**config.mk**
```make
export PLATFORM = sky130hd
export DESIGN_NAME = base64_decoder_unit
export DESIGN_NICKNAME = d
export VERILOG_FILES = /design/src/b64d_pkg.sv /design/src/b64d_front.sv /design/src/b64d_queue.sv /design/src/b64d_back.sv /design/src/base64_decoder_unit.sv
export SDC_FILE = /design/constraint.sdc
export NUM_CORES = 1
export LEC_CHECK = 0
export BUFFER_PORTS_ARGS = -buffer_cell sky130_fd_sc_hd__buf_2
export CORE_MARGIN = 3
export CORE_UTILIZATION = 55
export CTS_CLUSTER_SIZE = 20
export DETAILED_ROUTE_END_ITERATION = 16
export PLACE_DENSITY = 0.75
export SLEW_MARGIN = 20
export SYNTH_ARGS = -nofsm -noshare
export SYNTH_HDL_FRONTEND = slang
export SYNTH_HIERARCHICAL = 1
export SYNTH_SLANG_ARGS = --single-unit
export TNS_END_PERCENT = 50
```
**constraint.sdc**
```tcl
create_clock -name clk -period 5.2 [get_ports clk]
set_input_delay 0.52 -clock clk [delete_from_list [all_inputs] [get_ports clk]]
set_output_delay 0.52 -clock clk [all_outputs]
set_load 0.05 [all_outputs]
```
**src/b64d_pkg.sv**
```systemverilog
// Shared types, constants and the alphabet lookup for the base64 decoder.
// No dependencies; every other file imports this package.
package b64d_pkg;

    localparam int QUEUE_DEPTH = 4;

    localparam logic [7:0] CHAR_PAD    = 8'h3D; // '='
    localparam logic [6:0] SEXTET_BAD  = 7'd64;
    localparam logic [6:0] LOWER_BASE  = 7'd26;
    localparam logic [6:0] DIGIT_BASE  = 7'd52;
    localparam logic [6:0] SEXTET_PLUS = 7'd62;
    localparam logic [6:0] SEXTET_DIV  = 7'd63;

    // Position of the status result in a work mask
    localparam logic [1:0] SLOT_STATUS = 2'd3;

    // One unit of work handed from the front to the back
    typedef struct packed {
        logic [2:0][7:0] data;   // decoded bytes of a group
        logic [2:0]      keep;   // bytes to emit, already limited
        logic            status; // end-of-text status follows
        logic            halt;   // halt flag for the status word
        logic [15:0]     base;   // byte count before this group
    } entry_t;

    // 0..63 for an alphabet character, SEXTET_BAD otherwise
    function automatic logic [6:0] sextet_of(input logic [7:0] ch);
        logic [7:0] d;
        d = 8'd0;
        if (ch >= 8'h41 && ch <= 8'h5A) begin
            d = ch - 8'h41;
            return d[6:0];
        end
        if (ch >= 8'h61 && ch <= 8'h7A) begin
            d = ch - 8'h61;
            return d[6:0] + LOWER_BASE;
        end
        if (ch >= 8'h30 && ch <= 8'h39) begin
            d = ch - 8'h30;
            return d[6:0] + DIGIT_BASE;
        end
        if (ch == 8'h2B) return SEXTET_PLUS;
        if (ch == 8'h2F) return SEXTET_DIV;
        return SEXTET_BAD;
    endfunction

endpackage

```
**src/b64d_front.sv**
```systemverilog
// Front end: accepts characters, tracks group state and the byte count,
// and builds one work entry per group that yields bytes or per end of text. Uses b64d_pkg.
module b64d_front (
    input  logic              clk,
    input  logic              rst_n,
    input  logic              accept,
    input  logic [7:0]        char_code,
    input  logic              end_of_text,
    input  logic [15:0]       limit,
    output logic              push,
    output b64d_pkg::entry_t  entry
);
    import b64d_pkg::*;

    logic [1:0]      pos_reg,   pos_next;
    logic [2:0][5:0] held_reg,  held_next;
    logic            tpad_reg,  tpad_next;
    logic            stop_reg,  stop_next;
    logic            bad_reg,   bad_next;
    logic [15:0]     count_reg, count_next;

    logic [6:0]  sx;
    logic        pad;
    logic        char_bad;
    logic [5:0]  v;
    logic        under;
    logic [15:0] room;
    logic [1:0]  avail;
    logic [1:0]  rank2;
    logic [2:0]  keep;
    logic        emit;
    logic        set_stop;

    always_comb
    begin
        sx       = sextet_of(char_code);
        pad      = (char_code == CHAR_PAD);
        char_bad = 1'b0;
        v        = sx[5:0];
        if (pos_reg[1] && pad) begin
            v = 6'd0;
        end else if (sx == SEXTET_BAD) begin
            char_bad = 1'b1;
            v        = 6'd0;
        end

        under = (count_reg < limit);
        room  = limit - count_reg;
        avail = (room >= 16'd3) ? 2'd3 : room[1:0];
        rank2 = tpad_reg ? 2'd1 : 2'd2;

        emit     = !stop_reg && (pos_reg == 2'd3) && under && !(bad_reg || char_bad);
        set_stop = !stop_reg && (pos_reg == 2'd3) && under && (bad_reg || char_bad);

        keep[0] = emit && (avail > 2'd0);
        keep[1] = emit && !tpad_reg && (avail > 2'd1);
        keep[2] = emit && !pad && (avail > rank2);

        entry.data[0] = {held_reg[0], held_reg[1][5:4]};
        entry.data[1] = {held_reg[1][3:0], held_reg[2][5:2]};
        entry.data[2] = {held_reg[2][1:0], v};
        entry.keep    = keep;
        entry.status  = end_of_text;
        entry.halt    = stop_reg || set_stop;
        entry.base    = count_reg;
        push          = accept && ((|keep) || end_of_text);

        pos_next   = pos_reg;
        held_next  = held_reg;
        tpad_next  = tpad_reg;
        stop_next  = stop_reg;
        bad_next   = bad_reg;
        count_next = count_reg;

        if (accept) begin
            if (!stop_reg) begin
                case (pos_reg)
                    2'd0:
                    begin
                        held_next[0] = v;
                        bad_next     = bad_reg || char_bad;
                        pos_next     = 2'd1;
                    end
                    2'd1:
                    begin
                        held_next[1] = v;
                        bad_next     = bad_reg || char_bad;
                        pos_next     = 2'd2;
                    end
                    2'd2:
                    begin
                        held_next[2] = v;
                        tpad_next    = pad;
                        bad_next     = bad_reg || char_bad;
                        pos_next     = 2'd3;
                    end
                    default:
                    begin
                        // close the group: count its bytes or halt
                        count_next = count_reg + 16'(keep[0]) + 16'(keep[1])
                                     + 16'(keep[2]);
                        stop_next  = set_stop;
                        pos_next   = 2'd0;
                        tpad_next  = 1'b0;
                        bad_next   = 1'b0;
                    end
                endcase
            end
            if (end_of_text) begin
                // drop all per-text state
                pos_next   = 2'd0;
                held_next  = '0;
                tpad_next  = 1'b0;
                stop_next  = 1'b0;
                bad_next   = 1'b0;
                count_next = 16'd0;
            end
        end
    end

    always_ff @(posedge clk or negedge rst_n)
    begin
        if (!rst_n) begin
            pos_reg   <= 2'd0;
            held_reg  <= '0;
            tpad_reg  <= 1'b0;
            stop_reg  <= 1'b0;
            bad_reg   <= 1'b0;
            count_reg <= 16'd0;
        end else begin
            pos_reg   <= pos_next;
            held_reg  <= held_next;
            tpad_reg  <= tpad_next;
            stop_reg  <= stop_next;
            bad_reg   <= bad_next;
            count_reg <= count_next;
        end
    end

    // a halted text sits with an empty group
    a_halt_clean: assert property (@(posedge clk) disable iff (!rst_n)
        stop_reg |-> (pos_reg == 2'd0) && !bad_reg && !tpad_reg)
        else $error("halted text with open group");

    // a halting group emits no bytes
    a_halt_no_bytes: assert property (@(posedge clk) disable iff (!rst_n)
        set_stop |-> keep == 3'b000)
        else $error("bytes emitted on halt");

endmodule

```
**src/b64d_queue.sv**
```systemverilog
// Small register queue of work entries between front and back.
// Uses b64d_pkg for the entry type.
module b64d_queue #(
    parameter int DEPTH = b64d_pkg::QUEUE_DEPTH
) (
    input  logic              clk,
    input  logic              rst_n,
    input  logic              push,
    input  b64d_pkg::entry_t  push_entry,
    input  logic              pop,
    output b64d_pkg::entry_t  head,
    output logic              full,
    output logic              not_empty
);
    import b64d_pkg::*;

    localparam int PW = (DEPTH > 1) ? $clog2(DEPTH) : 1;
    localparam int CW = $clog2(DEPTH + 1);
    localparam logic [PW-1:0] LAST_PTR = PW'(DEPTH - 1);
    localparam logic [CW-1:0] FULL_CNT = CW'(DEPTH);

    entry_t        slot_reg [DEPTH];
    logic [PW-1:0] wr_reg, wr_next;
    logic [PW-1:0] rd_reg, rd_next;
    logic [CW-1:0] cnt_reg, cnt_next;

    assign full      = (cnt_reg == FULL_CNT);
    assign not_empty = (cnt_reg != '0);
    assign head      = slot_reg[rd_reg];

    always_comb
    begin
        wr_next  = push ? ((wr_reg == LAST_PTR) ? '0 : wr_reg + 1'b1) : wr_reg;
        rd_next  = pop  ? ((rd_reg == LAST_PTR) ? '0 : rd_reg + 1'b1) : rd_reg;
        cnt_next = cnt_reg + CW'(push) - CW'(pop);
    end

    always_ff @(posedge clk or negedge rst_n)
    begin
        if (!rst_n) begin
            wr_reg  <= '0;
            rd_reg  <= '0;
            cnt_reg <= '0;
        end else begin
            wr_reg  <= wr_next;
            rd_reg  <= rd_next;
            cnt_reg <= cnt_next;
        end
    end

    always_ff @(posedge clk)
    begin
        if (push) begin
            slot_reg[wr_reg] <= push_entry;
        end
    end

    a_no_overflow: assert property (@(posedge clk) disable iff (!rst_n)
        push |-> !full || pop)
        else $error("queue overflow");

    a_no_underflow: assert property (@(posedge clk) disable iff (!rst_n)
        pop |-> not_empty)
        else $error("queue underflow");

endmodule

```
**src/b64d_back.sv**
```systemverilog
// Back end: unpacks one work entry into data and status words, one per
// cycle while the receiver is ready, into an output register. Uses b64d_pkg.
module b64d_back (
    input  logic              clk,
    input  logic              rst_n,
    input  logic              q_not_empty,
    input  b64d_pkg::entry_t  q_head,
    output logic              q_pop,
    output logic              out_valid,
    input  logic              out_ready,
    output logic [7:0]        out_byte,
    output logic              is_data,
    output logic              last_of_run,
    output logic [15:0]       bytes_so_far,
    output logic              halted
);
    import b64d_pkg::*;

    entry_t      cur_reg;
    logic        cur_valid_reg, cur_valid_next;
    logic [3:0]  rem_reg, rem_next;
    logic [1:0]  done_reg, done_next;
    logic        ov_reg, ov_next;
    logic [7:0]  ob_reg;
    logic        od_reg;
    logic        ol_reg;
    logic [15:0] oc_reg;
    logic        oh_reg;

    logic [1:0]  sel;
    logic [3:0]  left;
    logic        adv;
    logic        fin;
    logic        sel_data;

    always_comb
    begin
        // lowest pending slot goes first
        if (rem_reg[0])      sel = 2'd0;
        else if (rem_reg[1]) sel = 2'd1;
        else if (rem_reg[2]) sel = 2'd2;
        else                 sel = SLOT_STATUS;
        sel_data = (sel != SLOT_STATUS);
        left     = rem_reg & ~(4'b0001 << sel);
        adv      = cur_valid_reg && (!ov_reg || out_ready);
        fin      = adv && (left == 4'b0000);
        q_pop    = q_not_empty && (!cur_valid_reg || fin);

        cur_valid_next = q_pop ? 1'b1 : (fin ? 1'b0 : cur_valid_reg);
        rem_next       = rem_reg;
        done_next      = done_reg;
        if (adv) begin
            rem_next  = left;
            done_next = done_reg + 2'(sel_data);
        end
        if (q_pop) begin
            rem_next  = {q_head.status, q_head.keep};
            done_next = 2'd0;
        end
        ov_next = adv ? 1'b1 : (out_ready ? 1'b0 : ov_reg);
    end

    always_ff @(posedge clk or negedge rst_n)
    begin
        if (!rst_n) begin
            cur_valid_reg <= 1'b0;
            rem_reg       <= 4'd0;
            done_reg      <= 2'd0;
            ov_reg        <= 1'b0;
        end else begin
            cur_valid_reg <= cur_valid_next;
            rem_reg       <= rem_next;
            done_reg      <= done_next;
            ov_reg        <= ov_next;
        end
    end

    always_ff @(posedge clk)
    begin
        if (q_pop) begin
            cur_reg <= q_head;
        end
        if (adv) begin
            ob_reg <= sel_data ? cur_reg.data[sel] : 8'd0;
            od_reg <= sel_data;
            ol_reg <= (left == 4'b0000);
            oc_reg <= cur_reg.base + 16'(done_reg) + 16'(sel_data);
            oh_reg <= sel_data ? 1'b0 : cur_reg.halt;
        end
    end

    assign out_valid    = ov_reg;
    assign out_byte     = ob_reg;
    assign is_data      = od_reg;
    assign last_of_run  = ol_reg;
    assign bytes_so_far = oc_reg;
    assign halted       = oh_reg;

    // a loaded entry always has work left
    a_cur_has_work: assert property (@(posedge clk) disable iff (!rst_n)
        cur_valid_reg |-> rem_reg != 4'b0000)
        else $error("active entry with no pending words");

endmodule

```
**src/base64_decoder_unit.sv**
```systemverilog
// Top level of the streaming base64 decoder.
// Instantiates b64d_front, b64d_queue and b64d_back; uses b64d_pkg.
//
// Streaming base64 (standard alphabet) decoder. One character word enters per
// cycle on the input channel while in_ready is high; groups of four characters
// decode into up to three byte words, and a character flagged end_of_text adds
// one status word (is_data low) carrying the text's byte count and halt flag.
// Every word of a character is marked last_of_run on its final word. The front
// end classifies each character and closes groups in the cycle it accepts them,
// so input runs at one word per cycle while in_ready is high; the back end
// drains one output word per cycle while out_ready is high, so a character that
// completes a three-byte group and ends the text yields four output words. A
// small queue (QUEUE_DEPTH entries) between the two absorbs those bursts;
// in_ready drops only when the queue is full. An accepted character's words
// pass through the queue, the back end's entry register and the output
// register. The byte limit (limit_reg) caps the bytes per text and must be
// written through cfg_wr_en/cfg_wr_data only while the decoder is idle; the
// block does not enforce this. It resets to 65535.
module base64_decoder_unit #(
    parameter int QUEUE_DEPTH = b64d_pkg::QUEUE_DEPTH
) (
    input  logic        clk,
    input  logic        rst_n,
    input  logic        cfg_wr_en,
    input  logic [15:0] cfg_wr_data,
    input  logic        in_valid,
    output logic        in_ready,
    input  logic [7:0]  char_code,
    input  logic        end_of_text,
    output logic        out_valid,
    input  logic        out_ready,
    output logic [7:0]  out_byte,
    output logic        is_data,
    output logic        last_of_run,
    output logic [15:0] bytes_so_far,
    output logic        halted
);
    import b64d_pkg::*;

    logic [15:0] limit_reg, limit_next;
    logic        accept;
    logic        push;
    entry_t      push_entry;
    entry_t      head;
    logic        full;
    logic        not_empty;
    logic        pop;

    // hold the byte limit until a new value is written
    assign limit_next = cfg_wr_en ? cfg_wr_data : limit_reg;

    always_ff @(posedge clk or negedge rst_n)
    begin
        if (!rst_n) begin
            limit_reg <= 16'hFFFF;
        end else begin
            limit_reg <= limit_next;
        end
    end

    // take a character whenever the queue has room
    assign in_ready = !full;
    assign accept   = in_valid && in_ready;

    b64d_front u_front (
        .clk         (clk),
        .rst_n       (rst_n),
        .accept      (accept),
        .char_code   (char_code),
        .end_of_text (end_of_text),
        .limit       (limit_reg),
        .push        (push),
        .entry       (push_entry)
    );

    b64d_queue #(
        .DEPTH (QUEUE_DEPTH)
    ) u_queue (
        .clk        (clk),
        .rst_n      (rst_n),
        .push       (push),
        .push_entry (push_entry),
        .pop        (pop),
        .head       (head),
        .full       (full),
        .not_empty  (not_empty)
    );

    b64d_back u_back (
        .clk          (clk),
        .rst_n        (rst_n),
        .q_not_empty  (not_empty),
        .q_head       (head),
        .q_pop        (pop),
        .out_valid    (out_valid),
        .out_ready    (out_ready),
        .out_byte     (out_byte),
        .is_data      (is_data),
        .last_of_run  (last_of_run),
        .bytes_so_far (bytes_so_far),
        .halted       (halted)
    );

endmodule

```
---- Word-level counts from Yosys, hierarchy flattened ----
Memory sizes are Yosys's and may differ from the RTL's.
Index checks and enable logic that the tools add are counted.
operators by class
  bitwise gates (word level) .............. 2
  add/sub/neg operators ................... 16
  multiplexer cells ....................... 68
  reductions and logical operators ........ 48
  equal/unequal tests ..................... 14
  shift-type cells ........................ 1
  $lt $le $gt $ge ......................... 12
operator list
  operator                                                            count
  2-to-1 mux 7 bit                                                    10
  adder 16 x 1 -> 16 bit                                              4
  2-to-1 mux 16 bit                                                   3
  2-to-1 mux 18 bit                                                   2
  2-to-1 mux 1 bit                                                    32
  2-to-1 mux 6 bit                                                    5
  == test 8 x 6 -> 1 bit, second input constant                       3
  2-to-1 mux 2 bit                                                    10
  logical AND 1 bit                                                   18
  adder 16 x 2 -> 16 bit                                              1
  binary-select mux 8 bit (select 2 bit)                              1
  greater-or-equal comparator 16 x 2 -> 1 bit, second input constant  1
  greater-or-equal comparator 8 x 7 -> 1 bit, second input constant   2
  less-or-equal comparator 8 x 7 -> 1 bit, second input constant      2
  < comparator 16 bit                                                 1
  subtractor 16 bit                                                   1
  AND reduction 3 bit                                                 5
  subtractor 7 bit, second input constant                             2
  nonzero test 2 bit                                                  6
  == test 2 bit, second input constant                                4
  greater-or-equal comparator 8 x 6 -> 1 bit, second input constant   1
  less-or-equal comparator 8 x 6 -> 1 bit, second input constant      1
  2-to-1 mux 4 bit                                                    2
  2-to-1 mux 8 bit                                                    1
  28 further kinds                                                    43
word-level totals
  memories ................................ 1
  logic and storage cells ................. 188
  memory bits (writable) .................. 180
  bits in registers ....................... 138
  output and inout bits ................... 29
  bits of input ports ..................... 30
memories
  name              depth  width  rd ports  clocked after Yosys merged registers in  write ports  RTL line          RTL
  u_queue.slot_reg  4      45     1         0                                        1            b64d_queue.sv:22  entry_t slot_reg [DEPTH];

---- Logic depth before layout (Yosys ltp) ----
Gate-level depths: netlist (run 1).
  depth in word-level cells ............... 31
  mapped depth ............................ 22
  depth with buffers taken out ............ 22

---- Cells and area by module ----
Netlist (run 1), hierarchy kept.
by module, submodules not included
  module               sequential area each (um^2)  times used  cells an instance  area an instance (um^2)
  b64d_queue           5,580.4                      1           271                6,927.9
  b64d_front           975.9                        1           481                3,852.4
  b64d_back            2,242.2                      1           182                2,929.1
  base64_decoder_unit  420.4                        1           36                 679.4

---- Worst setup path after synthesis (run 1) ----
OpenSTA, ideal clock, no wires.
  path kind ............................... register to register
  start point ............................. register limit_reg[0]
  end point ............................... memory u_queue/slot_reg[0][0] (netlist bit) (enable)
  buffers on the path ..................... 0
  setup time .............................. 0.407 ns
  slack ................................... 0.119 ns
  cell stages (with the launch flop) ...... 16
  arrival ................................. 4.674 ns
  required time ........................... 4.793 ns
  clock period less this slack ............ 5.081 ns
  cells stage by stage .................... dfstp_2 > inv_1 > ha_1 > fa_1 > nand2b_1 > a2111oi_1 > nor3_1 > o31ai_1 > xor2_1 > nor4_4 > nand3_1 > ha_1 > a211oi_1 > nor4bb_1 > a22o_1 > and2_1
on the way
  cells in the longest elaborated chain, start to end .. 10
  elaborated cells on any way between the ends .. 19
  those cells by class .................... add/sub: 1; order compare: 5; mux: 3; reduce/logical: 10
ends and longest elaborated chain
  item                                                                                     RTL line                                              RTL
  start: declaration                                                                       base64_decoder_unit.sv:40                             logic [15:0] limit_reg, limit_next;
  start signal: assignment                                                                 base64_decoder_unit.sv:57                             limit_reg <= limit_next;
  subtractor 16 bit / < comparator 16 bit (equally long branches)                          b64d_front.sv:48, b64d_front.sv:47
  greater-or-equal comparator 16 x 2 -> 1 bit / logical AND 1 bit (equally long branches)  b64d_front.sv:49, b64d_front.sv:52
  2-to-1 mux 2 bit / logical AND 1 bit (equally long branches)                             b64d_front.sv:49, b64d_front.sv:52
  greater-than comparator 2 x 1 -> 1 bit, or another cell as far along                     b64d_front.sv:55                                      keep[0] = emit && (avail > 2'd0);
  logical AND 1 bit (on tied branches)                                                     b64d_front.sv:55, b64d_front.sv:56, b64d_front.sv:57
  OR reduction 3 bit *                                                                     b64d_front.sv:66                                      push = accept && ((|keep) || end_of_text);
  logical OR 1 bit *                                                                       b64d_front.sv:66
  logical AND 1 bit *                                                                      b64d_front.sv:66
  named net push                                                                           base64_decoder_unit.sv:42                             logic push;
  2-to-1 mux 1 bit *                                                                       b64d_queue.sv:53                                      if (push) begin
  2-to-1 mux 1 bit (implied by the code) *                                                 b64d_queue.sv:54                                      slot_reg[wr_reg] <= push_entry;
  end: declaration                                                                         b64d_queue.sv:22
The timed path passes the listed nets; every way through them passes the cells marked *.

---- Final worst setup path (run 1) ----
  start point ............................. register limit_reg[0]
  end point ............................... register u_queue.cnt_reg[2]
on the way
  cells in the longest elaborated chain, start to end .. 10
  elaborated cells on any way between the ends .. 19
  those cells by class .................... add/sub: 3; order compare: 5; mux: 1; reduce/logical: 10
ends and longest elaborated chain
  item                                                                                     RTL line                                              RTL
  subtractor 16 bit / < comparator 16 bit (equally long branches)                          b64d_front.sv:48, b64d_front.sv:47
  greater-or-equal comparator 16 x 2 -> 1 bit / logical AND 1 bit (equally long branches)  b64d_front.sv:49, b64d_front.sv:52
  2-to-1 mux 2 bit / logical AND 1 bit (equally long branches)                             b64d_front.sv:49, b64d_front.sv:52
  greater-than comparator 2 x 1 -> 1 bit, or another cell as far along                     b64d_front.sv:55
  logical AND 1 bit (on tied branches)                                                     b64d_front.sv:55, b64d_front.sv:56, b64d_front.sv:57
  OR reduction 3 bit *                                                                     b64d_front.sv:66
  logical OR 1 bit *                                                                       b64d_front.sv:66
  logical AND 1 bit *                                                                      b64d_front.sv:66
  named net push                                                                           base64_decoder_unit.sv:42
  adder 3 x 1 -> 3 bit *                                                                   b64d_queue.sv:35                                      cnt_next = cnt_reg + CW'(push) - CW'(pop);
  subtractor 3 x 1 -> 3 bit *                                                              b64d_queue.sv:35
  named net u_queue.cnt_next[2]                                                            b64d_queue.sv:25                                      logic [CW-1:0] cnt_reg, cnt_next;
  end signal: assignment                                                                   b64d_queue.sv:47                                      cnt_reg <= cnt_next;
  end: declaration                                                                         b64d_queue.sv:25
Marks and branches as above.
A chain may end at the register's enable or synchronous reset.

==> impl_results.md, run 1 <==
* Diodes inserted at 0
* Lkg Pwr at 5.91 nW
* Buffers added on ports at 58
* Synth Flop Type: edfxtp_1
* Setup_tns at 0 ps
* Sequential fraction of the synthesis area at 64.1%
* CTS Root Buffer Type: clkbuf_16
* Final Hold Vio Count at 0
* Worst EP arrival at 5240 ps
* Sink Count at 318
* Met3 Usage GRT at 2.34%
* Synthesis warning total at 6
* Gr ovfl total at 0
* Hold crit path type: in -> async
* Die Y at 168 um
* Minimum clock period at 4790 ps
* Vias in the first global route at 8032
* Nets@finish at 1125
* Post-synth ARST share at 22.0%
* Post-Syn Area at 14400 um^2
* Top-count cell post-synth: edfxtp_1
* Busiest metal layer after global routing: met2
* Fmax achieved at 209 MHz
* Mean post-synth cell area at 14.8 um^2
* Crit-path max FO at 5
* # DRC at 0
* FF/Latch Area at 9220 um^2
* Final setup vio count at 0
* GP Congestion at 0.916
* Gr usage total at 19.1%
* Post-synth top cells: edfxtp_1, nand2_1, inv_1
* Relative slew slack at 33.1%
* Kind of critical path: reg -> reg
* Core Region at 25500 um^2
* Largest net degree at the start of global routing at 51
* CTS Buffer Depth at 3
* Clock Skew at 10.4 ps
* Starting Density at 56.5%
* Post-DP HPWL at 17.8 mm
* Dominant cell type by area after synthesis: edfxtp_1
* Final Cycle Share at 92.1%
* Router iterations before antenna repair at 5
* EDFF count, synth at 248
* Clock Latency Late Sink at 540 ps
* CTS Buf Count at 31
* WHS at 31.7 ps
* Outcome: complete, no violations
* H-tree depth at 1
* Final instance area at 16100 um^2
* Met1 Track Usage GR at 28.7%
* Top Ports at 59
* Starting DRC count in detailed routing at 600
* Row count at 58
* Mean routed wirelength per cell at 19.2 um
* Fillers at 1840
* Global-route wire length before repair at 43.5 mm
* Die Width at 168 um
* CTS tree: yes
* Post-route antenna net violation count at 0
* Share of layout cells above drive strength 1 at 23.6%
* Post-synthesis register bit count at 318
* Max Cap Viol at 0
* Total number of vias at 8216
* VDD IR max at 421 uV
* Synth unique cells at 95
* Initial antenna violation count at 0
* Multi-input logic area at 4760 um^2
* Cell Pwr Density at 512 nW/um^2
* Post-DP Area at 15000 um^2
* Critical Path Start Type: flop
* Reg clk slew, reported paths at 60 ps
* Max-slew violations at 0
* Vias/cell at 5.86
* Area contributors post-synth: edfxtp_1, dfrtp_1, mux4_2, ha_1, dfstp_2
* GR Util met2 at 30.8%
* Mapped Cells at 970
* Worst Tran Pin Value at 1000 ps
* Syn_nets at 1048
* Area delta synth->final at 12.1%
* Largest register FFs at 180
* Post-synth top area share at 51.8%
* Worst setup EP type: flop
* Critical path data required time at 5650 ps
* Final WL at 26.9 mm
* Die area at 28100 um^2
[metal layers]
layer | vias to the layer above | routed length (um)
met5 | - | 0
met4 | 0 | 421
met3 | 41 | 1460
met2 | 234 | 12800
met1 | 4090 | 12300
li1 | 3851 | -
[final cells by class]
cell class | count | area share (%)
Clock buffer | 41 | 5.55
Clock inverter | 16 | 0.845
Sequential cell | 318 | 57.2
Inverter | 58 | 1.35
Timing Repair Buffer | 78 | 3.04
Tap cell | 330 | 2.56
Multi-Input combinational cell | 560 | 29.5
[where the power goes]
group | switching [mW] | internal, mW | total (mW)
clock | 0.897 | 1.31 | 2.20
combinational | 1.36 | 0.861 | 2.22
sequential | 0.337 | 3.50 | 3.83
total | 2.59 | 5.66 | 8.25
[critical path, stage by stage (launching register included)]
cell       delay (ps)
dfstp_2           520
inv_1              40
ha_1              210
fa_1              400
nand2b_1          200
a2111oi_2         340
nor3_1            130
o31ai_1           250
xor2_1            150
nor4_4            380
nand3_1           130
ha_1              320
a21oi_1            80
a211oi_2          160
nor4bb_1          230
a22o_2            220
ha_1              150
inv_1              50
fa_1              400
xnor2_2           160
xnor2_1           180
[placed cells by master, fill, tap and decap left out, types with 6 or more instances in the layout]
cell type,instances
a21oi_1,22
nor3_1,12
nor2b_1,12
clkbuf_16,33
dfrtp_1,52
mux2_2,8
xor2_1,7
buf_2,58
nor3b_1,6
nand3_1,37
o21ai_1,10
nand2b_1,8
nand2_1,68
a22oi_1,8
ha_1,43
o22ai_1,6
clkinv_2,8
inv_1,57
o21ai_0,42
mux2_4,10
nor2_1,49
edfxtp_1,248
buf_4,16
xnor2_1,28
nand4_1,13
mux4_2,45
dfstp_2,16
[timing repair]
action                                  in CTS  in global routing
endpoints found under the setup margin       0                 14
resized for setup                            0                 10
hold buffers                                 0                  0
hold endpoints to repair                     0                  0
setup buffers                                0                  4
[through the flow]
step | std cells | utilization [%] | worst slack, ps | power [mW]
final | 1401 | 63.3 | 412 | 8.25
after detailed placement | 1340 | 59.0 | 67.5 | 6.10
after global placement | 1340 | 59.0 | 151 | 6.02
after global routing | 1401 | 63.3 | -12.1 | 8.67
after floorplan | 970 | - | 119 | 5.55
after CTS | 1397 | 63.1 | 41.4 | 8.32
[cells by family (layout without fill, tap and decap cells)]
| family | after synthesis | in the layout | synth area share [%] |
|---|---|---|---|
| AOI/OAI and AO/OA | 159 | 159 | 7.87 |
| DFF | 318 | 318 | 64.1 |
| buffers and inverters | 92 | 193 | 3.18 |
| xor gates and xnor gates | 36 | 36 | 2.19 |
| adders and majority gates | 49 | 49 | 4.51 |
| muxes | 66 | 66 | 8.92 |
| and+or+nand+nor | 250 | 250 | 9.25 |
[worst paths after layout]
path	from	end	slack [ps]	cells past startpoint
worst max-delay path	limit_reg[0]$_DFFE_PN1P_	u_queue/cnt_reg[2]$_DFF_PN0_	410	20
worst min-delay path	rst_n	u_front/count_reg[10]$_DFFE_PN0P_	30	1
worst max register to register	limit_reg[0]$_DFFE_PN1P_	u_queue/cnt_reg[2]$_DFF_PN0_	410	20
worst min register to register	u_front/entry[44]$_DFFE_PN0P_	u_queue/slot_reg[0][44]$_DFFE_PP_	530	0
max in group asynchronous	rst_n	u_queue/rd_reg[0]$_DFFE_PN0P_	4090	2
min in group clk	cfg_wr_data[5]	limit_reg[5]$_DFFE_PN1P_	200	2
(Power assumes the default switching activity.)
==> run 2: changes to the inputs <==
--- a/config.mk
+++ b/config.mk
@@ -5,12 +5,13 @@
 export SDC_FILE = /design/constraint.sdc
 export NUM_CORES = 1
 export LEC_CHECK = 0
+export ABC_AREA = 1
 export BUFFER_PORTS_ARGS = -buffer_cell sky130_fd_sc_hd__buf_2
 export CORE_MARGIN = 3
 export CORE_UTILIZATION = 55
 export CTS_CLUSTER_SIZE = 20
 export DETAILED_ROUTE_END_ITERATION = 16
-export PLACE_DENSITY = 0.75
+export PLACE_DENSITY = 0.8
 export SLEW_MARGIN = 20
 export SYNTH_ARGS = -nofsm -noshare
 export SYNTH_HDL_FRONTEND = slang
==> run 2 against run 1 <==
Worst setup slack worse by 80 ps. Critical path type unchanged. Wire length rose by 19%. Maximum frequency shrank 1.6%. Non-clock buffer count decreased by 4. Area after synthesis up 8.9%.
==> impl_results.md, run 2 <==
* Outcome: complete, no violations
* Global-route wire length before repair at 51.7 mm (+19%)
* Highest routed layer: met5
* Seq pwr share at 43.4% (-3.0 points)
* Adder-Cell Fraction of Synth Area at 4.07% (-0.44 points)
* Internal power at 5.51 mW (-2.7%)
* Xor/xnor share of the synthesized area at 1.17% (-1.0 points)
* GP Congestion at 0.887 (-3.1%)
* Gr usage total at 20.7% (+1.6 points)
* Relative slew slack at 28.1% (-5.0 points)
* Setup_tns at 0 ps (unchanged)
* Worst Tran Pin Value at 1080 ps (+74.4 ps)
* Crit-path max FO at 5 (unchanged)
* Clock Skew at 14.9 ps (+4.55 ps)
* M1 WL at 13.9 mm (+13%)
* Met2 routed WL at 15.4 mm (+20%)
* VDD IR max at 308 uV (-27%)
* Final Cycle Share at 93.6% (+1.5 points)
* Die area at 30600 um^2 (+8.6%)
* Vias/cell at 5.17 (-12%)
* Post-synth top cells: nand2_1, inv_1, edfxtp_1
* Critical path data required time at 5690 ps (+40 ps)
* Reg-to-Reg Start: limit_reg[0]$_DFFE_PN1P_
* CTS tree: yes
* Reg clk slew, reported paths at 60 ps (about the same)
* Gr ovfl total at 0 (unchanged)
* Post-DP HPWL at 21.4 mm (+21%)
* Minimum clock period at 4870 ps (+79.7 ps)
* Max-slew violations at 0 (unchanged)
* Starting DRC count in detailed routing at 911 (+52%)
* Synthesis warning total at 6 (unchanged)
* Final Hold Vio Count at 0 (unchanged)
* CP max stage delay at 530 ps (about the same)
* DR WL met3 at 2.07 mm (+42%)
* Final Non-Filler Cells at 2127 (+52%)
* Area delta synth->final at 10.9%
* Post-route antenna net violation count at 0 (unchanged)
* Dpl cells at 2067 (+54%)
* Share of layout cells above drive strength 1 at 12.3% (-11 points)
* Switching share of power at 37.2% (+5.8 points)
* EDFF count, synth at 248 (unchanged)
* Final setup vio count at 0 (unchanged)
* Nets@finish at 1802 (+60%)
* Most frequent cells in the layout: nand2_1, inv_1, edfxtp_1
* Synth Flop Type: edfxtp_1
* Critical Path Most Common Cell: nor2_1
* # DRC at 0 (unchanged)
* Dominant cell type by area after synthesis: edfxtp_1
* Unrepaired setup endpoints after global routing: no
* WHS at 155 ps (+123 ps)
* Logic gate share of total power at 32.7% (+5.8 points)
* Synth unique cells at 49 (-48%)
* Worst R2R Path Depth at 33 (+65%)
* RR Endpoint: u_front/count_reg[14]$_DFFE_PN0P_
* Top Ports at 59 (unchanged)
* Mean routed wirelength per cell at 15.0 um (-22%)
* Post-synth top area share at 47.5% (-4.2 points)
* Largest register FFs at 180 (unchanged)
* Post-synthesis register bit count at 318 (unchanged)
* Crit path from: limit_reg[0]$_DFFE_PN1P_
* Worst setup EP type: flop
* Kind of critical path: reg -> reg
* Vias in the first global route at 10600 (+32%)
* Fmax achieved at 205 MHz (-1.6%)
* Buffers added on ports at 58 (unchanged)
* Die Y at 175 um (+4.2%)
* Syn_nets at 1737 (+66%)
* Tot Pwr at 8.77 mW (+6.2%)
* Sink Count at 318 (unchanged)
* Final WL at 32.0 mm (+19%)
* Clock Latency Late Sink at 560 ps (+20 ps)
* Multiplexer share of the synthesized area at 0% (-8.9 points)
* Crit path capture: u_front/count_reg[14]$_DFFE_PN0P_
* H-tree depth at 1 (unchanged)
* Critical Path Start Type: flop
* Max Cap Viol at 0 (unchanged)
* Net Switching at 3.26 mW (+26%)
* CTS Buf Count at 31 (unchanged)
* Sequential fraction of the synthesis area at 58.8% (-5.2 points)
* Post-Syn Area at 15700 um^2 (+8.9%)
* Flop2flop setup slack at 330 ps (-80 ps)
* Total number of vias at 11000 (+34%)
* Core Region at 27900 um^2 (+9.7%)
* Slowest cell on the critical path: dfstp_2
* CTS Buffer Depth at 3 (unchanged)
* Area contributors post-synth: edfxtp_1, nand2_1, dfrtp_1, inv_1, nand3_1
* Starting Density at 56.1% (-0.38 points)
* CTS Root Buffer Type: clkbuf_16
* Diodes inserted at 0 (unchanged)
* Row count at 61 (+5.2%)
* Cell Pwr Density at 504 nW/um^2 (-1.4%)
* Worst EP arrival at 5360 ps (+120 ps)
* Simple-gate share of the synthesized area at 21.8% (+13 points)
* Largest family of logic cells by synthesized area: simple AND/OR/NAND/NOR gates
* Clock power share at 23.9% (-2.8 points)
* Top-count cell post-synth: nand2_1
* Initial antenna violation count at 1 (+1)
* Die Width at 175 um (+4.2%)
* Most common cell after layout, fill and taps aside: nand2_1
* Post-synth ARST share at 22.0% (unchanged)
* Hold crit path type: in -> reg
* Router iterations before antenna repair at 5 (unchanged)
* Largest net degree at the start of global routing at 93 (+82%)
* Mapped Cells at 1659 (+71%)
* Mean post-synth cell area at 9.45 um^2 (-36%)
* Synth Area in Compound Gates at 4.56% (-3.3 points)
* Lkg Pwr at 7.96 nW (+35%)
run 2: cell families (layout without fill, tap and decap cells):
logic type                 count (synthesis)  in the layout
DFF                                      318            318
buffers and inverters                    354            444
xor gates and xnor gates                  21             21
adders and majority gates                 48             48
and+or+nand+nor                          786            786
AOI/OAI and AO/OA                        132            132
run 2: critical path: cells and delay by family, from the launching register on:
kind	cells	cell delay [ps]
AND/OR/NAND/NOR	18	1860
adder cells (fa/ha/maj)	5	1480
flip-flops	1	530
AO/OA/AOI/OAI	4	460
buffers and inverters	5	330
XOR/XNOR	1	150
run 2: area by class of cell:
class / count / area (um^2)
clock buffer: 44 / 845
clock inverter: 14 / 105
fill: 2239 / 10600
inverter: 312 / 1180
multi-input combinational: 987 / 5040
sequential: 318 / 9230
tap: 378 / 473
timing repair buffer: 74 / 510
run 2: power by group through the flow:
stage / Combinational (mW) / Clock (mW) / Sequential, mW
floorplan: 1.86 / 0 / 4.14
global placement: 2.75 / 0 / 3.83
detailed placement: 2.84 / 0 / 3.86
CTS: 2.85 / 2.13 / 3.81
global route: 3.21 / 2.23 / 3.87
finish: 2.87 / 2.09 / 3.81
run 2: what timing repair did:
action | in CTS | in global routing
endpoints found under the setup margin | 0 | 3
hold buffers | 0 | 0
setup buffers | 0 | 2
resized for setup | 0 | 30
run 2: metal layers:
layer,global-route usage (%),vias to the layer above
li1,-,5462
met1,27.9,5104
met2,35.9,368
met3,2.76,51
met4,4.92,2
met5,0,-
run 2: worst min-delay path by stage:
stage,startpoint,end,cells after the start
3_5_place_dp,limit_reg[0]$_DFFE_PN1P_,limit_reg[0]$_DFFE_PN1P_,2
2_1_floorplan,rst_n,u_back/cur_valid_reg$_DFFE_PN0P_,0
3_3_place_gp,limit_reg[0]$_DFFE_PN1P_,limit_reg[0]$_DFFE_PN1P_,2
6_report,cfg_wr_data[12],limit_reg[12]$_DFFE_PN1P_,3
5_1_grt,cfg_wr_data[12],limit_reg[12]$_DFFE_PN1P_,3
4_1_cts,cfg_wr_data[12],limit_reg[12]$_DFFE_PN1P_,3
run 2: metrics by stage:
stage | util (%) | setup slack [ps] | cell area [um^2]
after floorplan | - | 636 | 15700
after global placement | 58.5 | 348 | 16300
after detailed placement | 58.5 | 246 | 16300
after CTS | 61.9 | 240 | 17300
after global routing | 62.2 | 3.78 | 17400
final | 62.2 | 332 | 17400
==> run 3: changes to the inputs <==
--- a/config.mk
+++ b/config.mk
@@ -11,7 +11,7 @@
 export CORE_UTILIZATION = 55
 export CTS_CLUSTER_SIZE = 20
 export DETAILED_ROUTE_END_ITERATION = 16
-export PLACE_DENSITY = 0.8
+export PLACE_DENSITY = 0.77
 export SLEW_MARGIN = 20
 export SYNTH_ARGS = -nofsm -noshare
 export SYNTH_HDL_FRONTEND = slang
==> constraint.sdc (replaced) <==
create_clock -name clk -period 5.3 [get_ports clk]
set_input_delay 0.53 -clock clk [delete_from_list [all_inputs] [get_ports clk]]
set_output_delay 0.53 -clock clk [all_outputs]
set_load 0.05 [all_outputs]
==> run 3 against run 2 <==
Combinational power fell by 3%. Sequential share of layout area rose by 0.099 points. Via count fell by 1.5%. Critical path type unchanged. Critical path depth fell by 7. Total power fell by 0.59%. Worst setup slack improved by 52 ps.
==> impl_results.md, run 3 (synthesis gave the netlist of run 2 again) <==
* CTS Root Buffer Type: clkbuf_16
* Final setup vio count at 0 (unchanged)
* Die area at 30600 um^2 (unchanged)
* Minimum clock period at 4920 ps (+47.5 ps)
* CTS Buf Count at 34 (+9.7%)
* Final Cycle Share at 92.7% (-0.87 points)
* Relative slew slack at 31.4% (+3.3 points)
* Crit-path max FO at 7 (+2)
* Die Y at 175 um (unchanged)
* Nets@finish at 1801 (-0.055%)
* Sink Count at 318 (unchanged)
* WHS at 134 ps (-21.3 ps)
* Fmax achieved at 203 MHz (-0.97%)
* Worst EP arrival at 5350 ps (about the same)
* Worst path depth at 26 (-21%)
* CTS tree: yes
* Worst R2R Path Depth at 26 (-21%)
* Gr ovfl total at 0 (unchanged)
* Lkg Pwr at 7.96 nW (about the same)
* Die Width at 175 um (unchanged)
* Share of layout cells above drive strength 1 at 11.7% (-0.63 points)
* Final WL at 31.2 mm (-2.5%)
* Top Ports at 59 (unchanged)
* GP Congestion at 0.916 (+3.3%)
* Row count at 61 (unchanged)
* Post-Route Utilization at 62.1% (-0.12 points)
* Diodes inserted at 0 (unchanged)
* Largest register FFs at 180 (unchanged)
* Total number of vias at 10800 (-1.5%)
* Kind of critical path: reg -> reg
* Clock Skew at 21.6 ps (+6.71 ps)
* Tot Pwr at 8.72 mW (-0.59%)
* Clock Latency Late Sink at 510 ps (-50 ps)
* Initial antenna violation count at 1 (unchanged)
* Critical Path Start Type: flop
* Worst Tran Pin Value at 1030 ps (-48.9 ps)
* Outcome: complete, no violations
* Vias in the first global route at 10600 (+0.028%)
* Vias/cell at 5.09 (-1.5%)
* Reg clk slew, reported paths at 60 ps (about the same)
* Starting Density at 56.1% (unchanged)
* Router iterations before antenna repair at 5 (unchanged)
* Area delta synth->final at 10.7%
* Worst slack at placement at 360 ps (+114 ps)
* # DRC at 0 (unchanged)
* Buffers added on ports at 58 (unchanged)
* Hold buffer count at cts at 0 (unchanged)
* Critical path buffers and inverters at 4 (-1)
* Post-DP Area at 16200 um^2 (-0.49%)
* Hold crit path type: in -> async
* Most common cell after layout, fill and taps aside: nand2_1
* Slowest cell on the critical path: dfrtp_1
* Final instance area at 17400 um^2 (-0.19%)
* Post-DP HPWL at 20.6 mm (-4.0%)
* Largest net degree at the start of global routing at 94 (+1.1%)
* Global-route wire length before repair at 51.8 mm (+0.23%)
* Worst setup EP type: flop
* Gr usage total at 20.8% (+0.13 points)
* H-tree depth at 2 (+1)
* Setup_tns at 0 ps (unchanged)
* VDD IR max at 258 uV (-16%)
* Final Non-Filler Cells at 2127 (unchanged)
* Crit path max-delay family: simple AND/OR/NAND/NOR gates
* Max-slew violations at 0 (unchanged)
* CP max stage delay at 470 ps (-60 ps)
* Max Cap Viol at 0 (unchanged)
* CTS Buffer Depth at 3 (unchanged)
* Mean routed wirelength per cell at 14.7 um (-2.5%)
* Core Region at 27900 um^2 (unchanged)
* Cell Pwr Density at 502 nW/um^2 (-0.40%)
* Most frequent cells in the layout: nand2_1, inv_1, edfxtp_1
* Starting DRC count in detailed routing at 825 (-9.4%)
* Critical path data required time at 5740 ps (+50 ps)
* Post-route antenna net violation count at 0 (unchanged)
* Unrepaired setup endpoints after global routing: no
* Final Hold Vio Count at 0 (unchanged)
* Dpl cells at 2063 (-0.19%)
* Final worst slack at 385 ps (+52.5 ps)
[run 3: cell count changes in the layout (fill, tap and decap cells not counted), sizes merged]
| cell | delta |
|---|---|
| clkinvlp | +2 |
| clkinv | +3 |
| buf | -4 |
| clkbuf | -1 |
[run 3: layout make-up]
cell class | instances | area, um^2
fillers | 2269 | 10600
clock inverters | 19 | 149
multi-input cells | 987 | 4970
well taps | 378 | 473
clock buffers | 43 | 916
inverters | 312 | 1180
flip-flops and latches | 318 | 9230
repair buffers | 70 | 430
[run 3: timing repair]
item | 4_1_cts | 5_1_grt
endpoints found under the setup margin | 0 | 2
setup buffers | 0 | 2
gates resized for setup | 0 | 14
hold endpoints to repair | 0 | 0
[run 3: final timing paths]
check,start,end,slack (ps)
min reg2reg,limit_reg[14]$_DFFE_PN1P_,limit_reg[14]$_DFFE_PN1P_,470
max,u_front/count_reg[8]$_DFFE_PN0P_,u_front/count_reg[14]$_DFFE_PN0P_,380
min,rst_n,limit_reg[11]$_DFFE_PN1P_,130
min in group clk,cfg_wr_data[8],limit_reg[8]$_DFFE_PN1P_,220
max reg2reg,u_front/count_reg[8]$_DFFE_PN0P_,u_front/count_reg[14]$_DFFE_PN0P_,380
max in group asynchronous,rst_n,u_front/count_reg[1]$_DFFE_PN0P_,4270
[run 3: report_power, final]
part / total (mW) / switching [mW] / internal [mW]
registers: 3.73 / 0.262 / 3.47
clock network: 2.21 / 0.925 / 1.29
logic: 2.77 / 2.01 / 0.762
[run 3: per-layer routing]
| layer | vias up | track usage, % | part of all wire, % |
|---|---|---|---|
| met5 | - | 0 | 0.022 |
| met4 | 2 | 6.15 | 2.1 |
| met3 | 53 | 3.19 | 5.5 |
| met2 | 297 | 35.1 | 49 |
| met1 | 5010 | 28.3 | 44 |
| li1 | 5455 | - | - |
